`src/ckfr_pkg.sv`:
```
`timescale 1ns / 1ps
// ----------------------------------------------------------------------------
// ckfr_pkg
// Shared types and constants for the checksum frame receiver: the deframer
// phase encoding and the per-byte result record.
// ----------------------------------------------------------------------------
package ckfr_pkg;

  localparam int unsigned ByteW  = 8;
  localparam int unsigned SumW   = 16;
  localparam int unsigned InDataW  = 8;
  localparam int unsigned OutDataW = 32;
  localparam int unsigned OutUserW = 2;

  // Position within a frame.
  typedef enum logic [1:0] {
    PH_LENGTH  = 2'd0,
    PH_PAYLOAD = 2'd1,
    PH_CK_HIGH = 2'd2,
    PH_CK_LOW  = 2'd3
  } ckfr_phase_t;

  // One result per received byte.
  typedef struct packed {
    logic             payload_valid;
    logic [ByteW-1:0] payload_byte;
    logic [ByteW-1:0] payload_index;
    logic             frame_done;
    logic             frame_ok;
    logic [ByteW-1:0] frame_length;
  } ckfr_result_t;

endpackage

```
`src/ckfr_in_stage.sv`:
```
`timescale 1ns / 1ps
// ----------------------------------------------------------------------------
// ckfr_in_stage
// Input register for received bytes. It accepts a new transaction whenever
// it is empty or its current byte is moving on in the same cycle.
// ----------------------------------------------------------------------------
module ckfr_in_stage
  import ckfr_pkg::*;
(
  input  logic               clk,
  input  logic               rst,
  input  logic               s_axis_tvalid,
  output logic               s_axis_tready,
  input  logic [InDataW-1:0] s_axis_tdata,
  input  logic               advance,
  output logic               held_valid,
  output logic [ByteW-1:0]   held_byte
);

  logic full;
  logic [ByteW-1:0] byte_q;

  assign s_axis_tready = !full || advance;
  assign held_valid    = full;
  assign held_byte     = byte_q;

  // Occupancy flag.
  always_ff @(posedge clk) begin
    if (rst) begin
      full <= 1'b0;
    end else if (s_axis_tready) begin
      full <= s_axis_tvalid;
    end
  end

  // Payload register, no reset needed.
  always_ff @(posedge clk) begin
    if (s_axis_tvalid && s_axis_tready) begin
      byte_q <= s_axis_tdata[ByteW-1:0];
    end
  end

endmodule

```
`src/ckfr_deframer.sv`:
```
`timescale 1ns / 1ps
// ----------------------------------------------------------------------------
// ckfr_deframer
// Frame state and checksum accumulator. Computes the result for the held
// byte combinationally and updates its state when the byte is consumed.
// ----------------------------------------------------------------------------
module ckfr_deframer
  import ckfr_pkg::*;
(
  input  logic             clk,
  input  logic             rst,
  input  logic             step,
  input  logic [ByteW-1:0] rx_byte,
  output ckfr_result_t     result
);

  ckfr_phase_t      phase, phase_next;
  logic [ByteW-1:0] expected_length, expected_length_next;
  logic [ByteW-1:0] bytes_seen, bytes_seen_next;
  logic [SumW-1:0]  running_sum, running_sum_next;
  logic [ByteW-1:0] checksum_high, checksum_high_next;
  logic [ByteW-1:0] seen_inc;

  assign seen_inc = bytes_seen + ByteW'(1);

  // Next state and result for the byte at the input.
  always_comb begin
    phase_next           = phase;
    expected_length_next = expected_length;
    bytes_seen_next      = bytes_seen;
    running_sum_next     = running_sum;
    checksum_high_next   = checksum_high;
    result               = '0;
    unique case (phase)
      PH_LENGTH: begin
        expected_length_next = rx_byte;
        bytes_seen_next      = '0;
        running_sum_next     = '0;
        phase_next           = (rx_byte == '0) ? PH_CK_HIGH : PH_PAYLOAD;
      end
      PH_PAYLOAD: begin
        result.payload_valid = 1'b1;
        result.payload_byte  = rx_byte;
        result.payload_index = bytes_seen;
        running_sum_next     = running_sum + {{(SumW-ByteW){1'b0}}, rx_byte};
        bytes_seen_next      = seen_inc;
        if (seen_inc == expected_length) begin
          phase_next = PH_CK_HIGH;
        end
      end
      PH_CK_HIGH: begin
        checksum_high_next = rx_byte;
        phase_next         = PH_CK_LOW;
      end
      PH_CK_LOW: begin
        result.frame_done = 1'b1;
        result.frame_ok   = ({checksum_high, rx_byte} == running_sum);
        result.frame_length = expected_length;
        bytes_seen_next   = '0;
        running_sum_next  = '0;
        phase_next        = PH_LENGTH;
      end
      default: begin
        phase_next = PH_LENGTH;
      end
    endcase
  end

  // State registers, updated once per consumed byte.
  always_ff @(posedge clk) begin
    if (rst) begin
      phase           <= PH_LENGTH;
      expected_length <= '0;
      bytes_seen      <= '0;
      running_sum     <= '0;
      checksum_high   <= '0;
    end else if (step) begin
      phase           <= phase_next;
      expected_length <= expected_length_next;
      bytes_seen      <= bytes_seen_next;
      running_sum     <= running_sum_next;
      checksum_high   <= checksum_high_next;
    end
  end

endmodule

```
`src/ckfr_out_stage.sv`:
```
`timescale 1ns / 1ps
// ----------------------------------------------------------------------------
// ckfr_out_stage
// Result register. Packs the result record onto the output stream and
// holds it until the downstream side takes the transaction.
// ----------------------------------------------------------------------------
module ckfr_out_stage
  import ckfr_pkg::*;
(
  input  logic                clk,
  input  logic                rst,
  input  logic                held_valid,
  input  ckfr_result_t        result,
  output logic                advance,
  output logic                m_axis_tvalid,
  input  logic                m_axis_tready,
  output logic [OutDataW-1:0] m_axis_tdata,
  output logic [OutUserW-1:0] m_axis_tuser
);

  logic         full;
  ckfr_result_t res_q;

  // A held byte moves on when the result slot is free or being emptied.
  assign advance       = held_valid && (!full || m_axis_tready);
  assign m_axis_tvalid = full;

  // tdata: payload_byte, payload_index, frame_ok, frame_length, zero fill.
  assign m_axis_tdata = {7'b0, res_q.frame_length, res_q.frame_ok,
                         res_q.payload_index, res_q.payload_byte};
  // tuser: payload_valid, frame_done.
  assign m_axis_tuser = {res_q.frame_done, res_q.payload_valid};

  // Occupancy flag.
  always_ff @(posedge clk) begin
    if (rst) begin
      full <= 1'b0;
    end else if (advance) begin
      full <= 1'b1;
    end else if (m_axis_tready) begin
      full <= 1'b0;
    end
  end

  // Result payload.
  always_ff @(posedge clk) begin
    if (advance) begin
      res_q <= result;
    end
  end

endmodule

```
`src/checksum_frame_receiver.sv`:
```
`timescale 1ns / 1ps
// ----------------------------------------------------------------------------
// checksum_frame_receiver
// Deframes length-prefixed frames with a 16-bit additive checksum.
// ----------------------------------------------------------------------------
//   Stream    Dir  tdata                       tuser
//   s_axis    in   rx_byte                     -
//   m_axis    out  payload byte/index, status  payload_valid, frame_done
//
// One result per received byte, one byte per cycle sustained while m_axis is not stalled.
// The result shows on m_axis after the input transaction: the
// input register holds the byte, and the deframer logic loads the result
// register when the held byte moves on.
// A stall on m_axis fills both registers, then drops s_axis_tready.
// rst is synchronous and returns the deframer to waiting for a length byte.
// ----------------------------------------------------------------------------
module checksum_frame_receiver
  import ckfr_pkg::*;
(
  input  logic                clk,
  input  logic                rst,
  input  logic                s_axis_tvalid,
  output logic                s_axis_tready,
  input  logic [InDataW-1:0]  s_axis_tdata,   // [7:0] rx_byte
  output logic                m_axis_tvalid,
  input  logic                m_axis_tready,
  // [7:0] payload_byte, [15:8] payload_index, [16] frame_ok,
  // [24:17] frame_length, [31:25] zero
  output logic [OutDataW-1:0] m_axis_tdata,
  output logic [OutUserW-1:0] m_axis_tuser    // [0] payload_valid, [1] frame_done
);

  logic             advance;
  logic             held_valid;
  logic [ByteW-1:0] held_byte;
  ckfr_result_t     result;

  // Input register.
  ckfr_in_stage u_in (
    .clk           (clk),
    .rst           (rst),
    .s_axis_tvalid (s_axis_tvalid),
    .s_axis_tready (s_axis_tready),
    .s_axis_tdata  (s_axis_tdata),
    .advance       (advance),
    .held_valid    (held_valid),
    .held_byte     (held_byte)
  );

  // Frame state machine and checksum.
  ckfr_deframer u_deframer (
    .clk     (clk),
    .rst     (rst),
    .step    (advance),
    .rx_byte (held_byte),
    .result  (result)
  );

  // Result register.
  ckfr_out_stage u_out (
    .clk           (clk),
    .rst           (rst),
    .held_valid    (held_valid),
    .result        (result),
    .advance       (advance),
    .m_axis_tvalid (m_axis_tvalid),
    .m_axis_tready (m_axis_tready),
    .m_axis_tdata  (m_axis_tdata),
    .m_axis_tuser  (m_axis_tuser)
  );

endmodule

```
`config.mk`:
```
export PLATFORM = sky130hd
export DESIGN_NAME = checksum_frame_receiver
export DESIGN_NICKNAME = d
export VERILOG_FILES = /design/src/ckfr_pkg.sv /design/src/ckfr_in_stage.sv /design/src/ckfr_deframer.sv /design/src/ckfr_out_stage.sv /design/src/checksum_frame_receiver.sv
export SDC_FILE = /design/constraint.sdc
export NUM_CORES = 1
export LEC_CHECK = 0
export BUFFER_PORTS_ARGS = -buffer_cell sky130_fd_sc_hd__buf_2
export CAP_MARGIN = 10
export CORE_MARGIN = 8
export CORE_UTILIZATION = 62
export DETAILED_ROUTE_END_ITERATION = 8
export PLACE_DENSITY = 0.85
export SLEW_MARGIN = 15
export SYNTH_ARGS = -nofsm -noshare
export SYNTH_HDL_FRONTEND = slang
export SYNTH_SLANG_ARGS = --single-unit
```
`constraint.sdc`:
```
create_clock -name clk -period 5.5 [get_ports clk]
set_input_delay 1.1 -clock clk [delete_from_list [all_inputs] [get_ports clk]]
set_output_delay 1.1 -clock clk [all_outputs]
set_load 0.02 [all_outputs]
```
==> summary.md <==
| Metric | Value |
|---|---|
| Status | `finished clean` |
| Cell-internal power | `0.889 mW` |
| Diodes inserted | `0` |
| Area grow syn2layout | `11.1%` |
| Final nets | `436` |
| Number of global-route vias before repair | `2,769` |
| Initial drt markers | `233` |
| Clock Path Buffers | `2` |
| DR DRC count | `0` |
| Clock slew at reported path FFs | `0.08 ns` |
| Total track usage | `19.2%` |
| Min Tclk post-route | `2.90 ns` |
| # resized after CTS | `0` |
| Total setup violations reported at the end of the flow | `0` |
| Leakage | `1.73 nW` |
| Number of synthesized flops with an enable pin | `35` |
| Final worst slack | `2.60 ns` |
| Switching power total | `0.326 mW` |
| Crit. End Element | `flop` |
| DR vias/cell | `5.74` |
| Final Wtd Congestion | `approximately 0.86` |
| Post-synth top flop | `dfxtp_1` |
| Worst path required time | `5.72 ns` |
| Crit Path Max Fanout | `29` |
| Final antenna-violating net count | `0` |
| Total power | `1.21 mW` |
| Initial Utilization | `64.4%` |
| Total CTS buffers | `9` |
| Maxcap violations | `0` |
| Ports | `between 40 and 50` |
| Input/output buffers | `40` |
| Hold Path Class | `reg2reg` |
| Worst path cell trace | `buf_2 -> nand2b_1 -> nand2_1 -> inv_1 -> nand2_1 -> mux2i_1 -> nor2_1` |
| Via count | `2,815` |
| Cell taking the most area after synthesis | `edfxtp_1` |
| Max frequency | `roughly 350 MHz` |
| Synth top area share | `27.6%` |
| Synth Warn # | `0` |
| Grt ovf | `0` |
| Clock skew | `between 0.01 and 0.015 ns` |
| Mapped Cells | `373` |
| Cell Count, Final, Fillers Out | `490` |
| Clock power share | `between 30% and 40%` |
| H-tree Lvls | `3` |
| WL final | `8230 um` |
| Die area | `approximately 8900 um2` |
| Placed cells | `approximately 470` |
| Worst skew pair latency | `0.36 ns` |
| Max VDD drop | `~0.00023 V` |
| DR WL/cell | `16.8 um` |
| CP max stage cell | `inv_1` |
| Register area share after synthesis | `50.7%` |
| TritonRoute pass-1 iters | `5` |
| Post-synth ARST share | `0%` |
| RSZ-0062 raised after global routing | `no` |
| Die width | `94.4 um` |
| First-pass GRT wire length | `13,400 um` |
| Combinational power share | `9.6%` |
| Pin count of the biggest net entering global routing | `41` |
| Sw Share | `26.8%` |
| CTS tree | `done` |
| Pre-CTS WS | `~2.2 ns` |
| Clk sinks | `79` |
| Die Ht | `between 90 and 100 um` |
| Min Hold Slack | `0.466 ns` |
| Tcrit/Tclk final | `a little over half` |
| Power Density | `287 nW/um2` |
| Hold_buf cts | `0` |
| Synth area leaders | `edfxtp_1 28%, dfxtp_1 23%, and2_1 4.3%` |
| CP peak stage delay | `0.78 ns` |
| Rows | `28` |
| Synthesized cell area | `3810 um2` |
| Register area | `1930 um2` |
| Setup crit start kind | `primary input` |
| Relative slew slack | `29.7%` |
| Initial antenna violation count | `0` |
| Synthesized flop and latch total | `79` |
| # fillers | `401` |
| Synth unique cells | `53` |
| Layout cell share with drive strength beyond 1 | `approximately 16%` |
| CP arrival | `3.11 ns` |
| R2R Setup Slk | `2.73 ns` |
| Worst Max-Slew Pin Slew | `1.05 ns` |
| DP HPWL | `5700 um` |
| Seq pwr share | `53.6%` |
| Slew Limit Fails | `0` |
| Syn Area/Cell | `10.2 um2` |
| CP dominant cell by count | `nand2_1` |
| Post-CTS repair timing setup buffer count | `0` |
| Final hold violation count | `0` |
| Root buf cell | `clkbuf_8` |
| Core footprint | `between 5000 and 6000 um2` |
| Crit path kind | `in2reg` |
| Area of the multi-input gates | `1750 um2` |
| Setup tns final | `0 ns` |
## sequential cells by signal, summed over array words and instances, names as in the netlist
| name | count |
|---|---|
| u_in.held_byte | 8 |
| u_in.held_valid | 1 |
| u_out.m_axis_tdata | 25 |
| u_deframer.phase | 2 |
| u_deframer.running_sum | 16 |
| u_out.m_axis_tuser | 2 |
| u_deframer.checksum_high | 8 |
| u_out.m_axis_tvalid | 1 |
| u_deframer.bytes_seen | 8 |
| u_deframer.expected_length | 8 |
## synth_stat cells, drive strengths merged, types with 2 or more instances
cell type   n
nor4        5
nor2b       4
nand3b      3
xnor2      17
a21oi      21
nand2      27
and2       27
xor2       13
ha         13
dfxtp      44
edfxtp     35
o211ai      2
a21o        2
nand3       9
clkbuf     10
and3        2
inv        13
o21ai       7
mux2i      15
nor3        7
or3         6
buf        11
a22oi       2
a21boi      2
nand4b      3
nand2b      3
mux2        2
a2111oi     5
nand4       3
nor2       43
nor4b       2
## placed cells by master (no fill, tap or decap), types with 3 or more instances in the layout
cell type	n
nor4_1	5
and2_1	26
nor2b_1	4
ha_1	13
inv_1	12
nand3b_1	3
nand4_1	3
nand2b_1	3
xnor2_1	17
edfxtp_1	35
xor2_1	13
nand2_1	27
o21ai_0	6
dfxtp_1	44
nand4b_1	3
clkbuf_8	9
buf_2	40
nor2_1	43
mux2i_1	15
nor3_1	7
or3_1	6
nand3_1	9
conb_1	7
a21oi_1	21
## worst max-delay path, delay by kind of cell
family	cells	cell delay (ns)
AND/OR/NAND/NOR	4	0.81
buffers and inverters	2	0.87
multiplexers	1	0.33
## layout make-up
class	count	area share, %
Sequential cell	79	45.6
Multi-Input combinational cell	266	41.3
Inverter	13	1.15
Clock inverter	7	1.92
Timing Repair Buffer	41	4.91
Tap cell	75	2.22
Clock buffer	9	2.93
## cells by family (layout without fill, tap and decap cells)
kind of cell               Yosys count  after routing  synth area share, %
and+or+nand+nor                    147            147                 19.6
other                                1              7               0.0984
adders and majority gates           14             14                 4.79
DFF                                 79             79                 50.7
buffers and inverters               34             70                 4.10
xor gates and xnor gates            30             30                 6.89
muxes                               17             17                 4.53
AOI/OAI and AO/OA                   51             51                 9.29
## power groups by stage
stage / Sequential [mW] / Combinational, mW / Clock [mW]
finish: 0.651 / 0.117 / 0.446
global route: 0.654 / 0.129 / 0.472
CTS: 0.651 / 0.117 / 0.449
detailed placement: 0.665 / 0.116 / 0
global placement: 0.663 / 0.112 / 0
floorplan: 0.668 / 0.0801 / 0
## layer usage
layer  track usage, %  vias up  wire [um]
met4             8.06        0        175
li1                 -     1370          -
met1             23.4     1308       3450
met2             31.2      119       3960
met5                0        -          0
met3             5.32       18        639
## metrics by stage
step	util, %	area (um2)
after global placement	68.0	4030
final	71.5	4230
after global routing	71.5	4230
after detailed placement	68.0	4030
after CTS	71.5	4230
after floorplan	-	3830
## final timing paths
| check | from | to | depth (start not counted) |
|---|---|---|---|
| worst max-delay path | m_axis_tready | u_deframer.expected_length[4]$_SDFFE_PP0P_ | 7 |
| worst min-delay path | u_deframer.running_sum[7]$_SDFFE_PP0P_ | u_deframer.running_sum[7]$_SDFFE_PP0P_ | 2 |
| worst max register to register | u_in.held_byte[5]$_DFFE_PP_ | u_deframer.running_sum[9]$_SDFFE_PP0P_ | 7 |
| worst min register to register | u_deframer.running_sum[7]$_SDFFE_PP0P_ | u_deframer.running_sum[7]$_SDFFE_PP0P_ | 2 |
No activity file was read; power rests on OpenSTA's default activity.
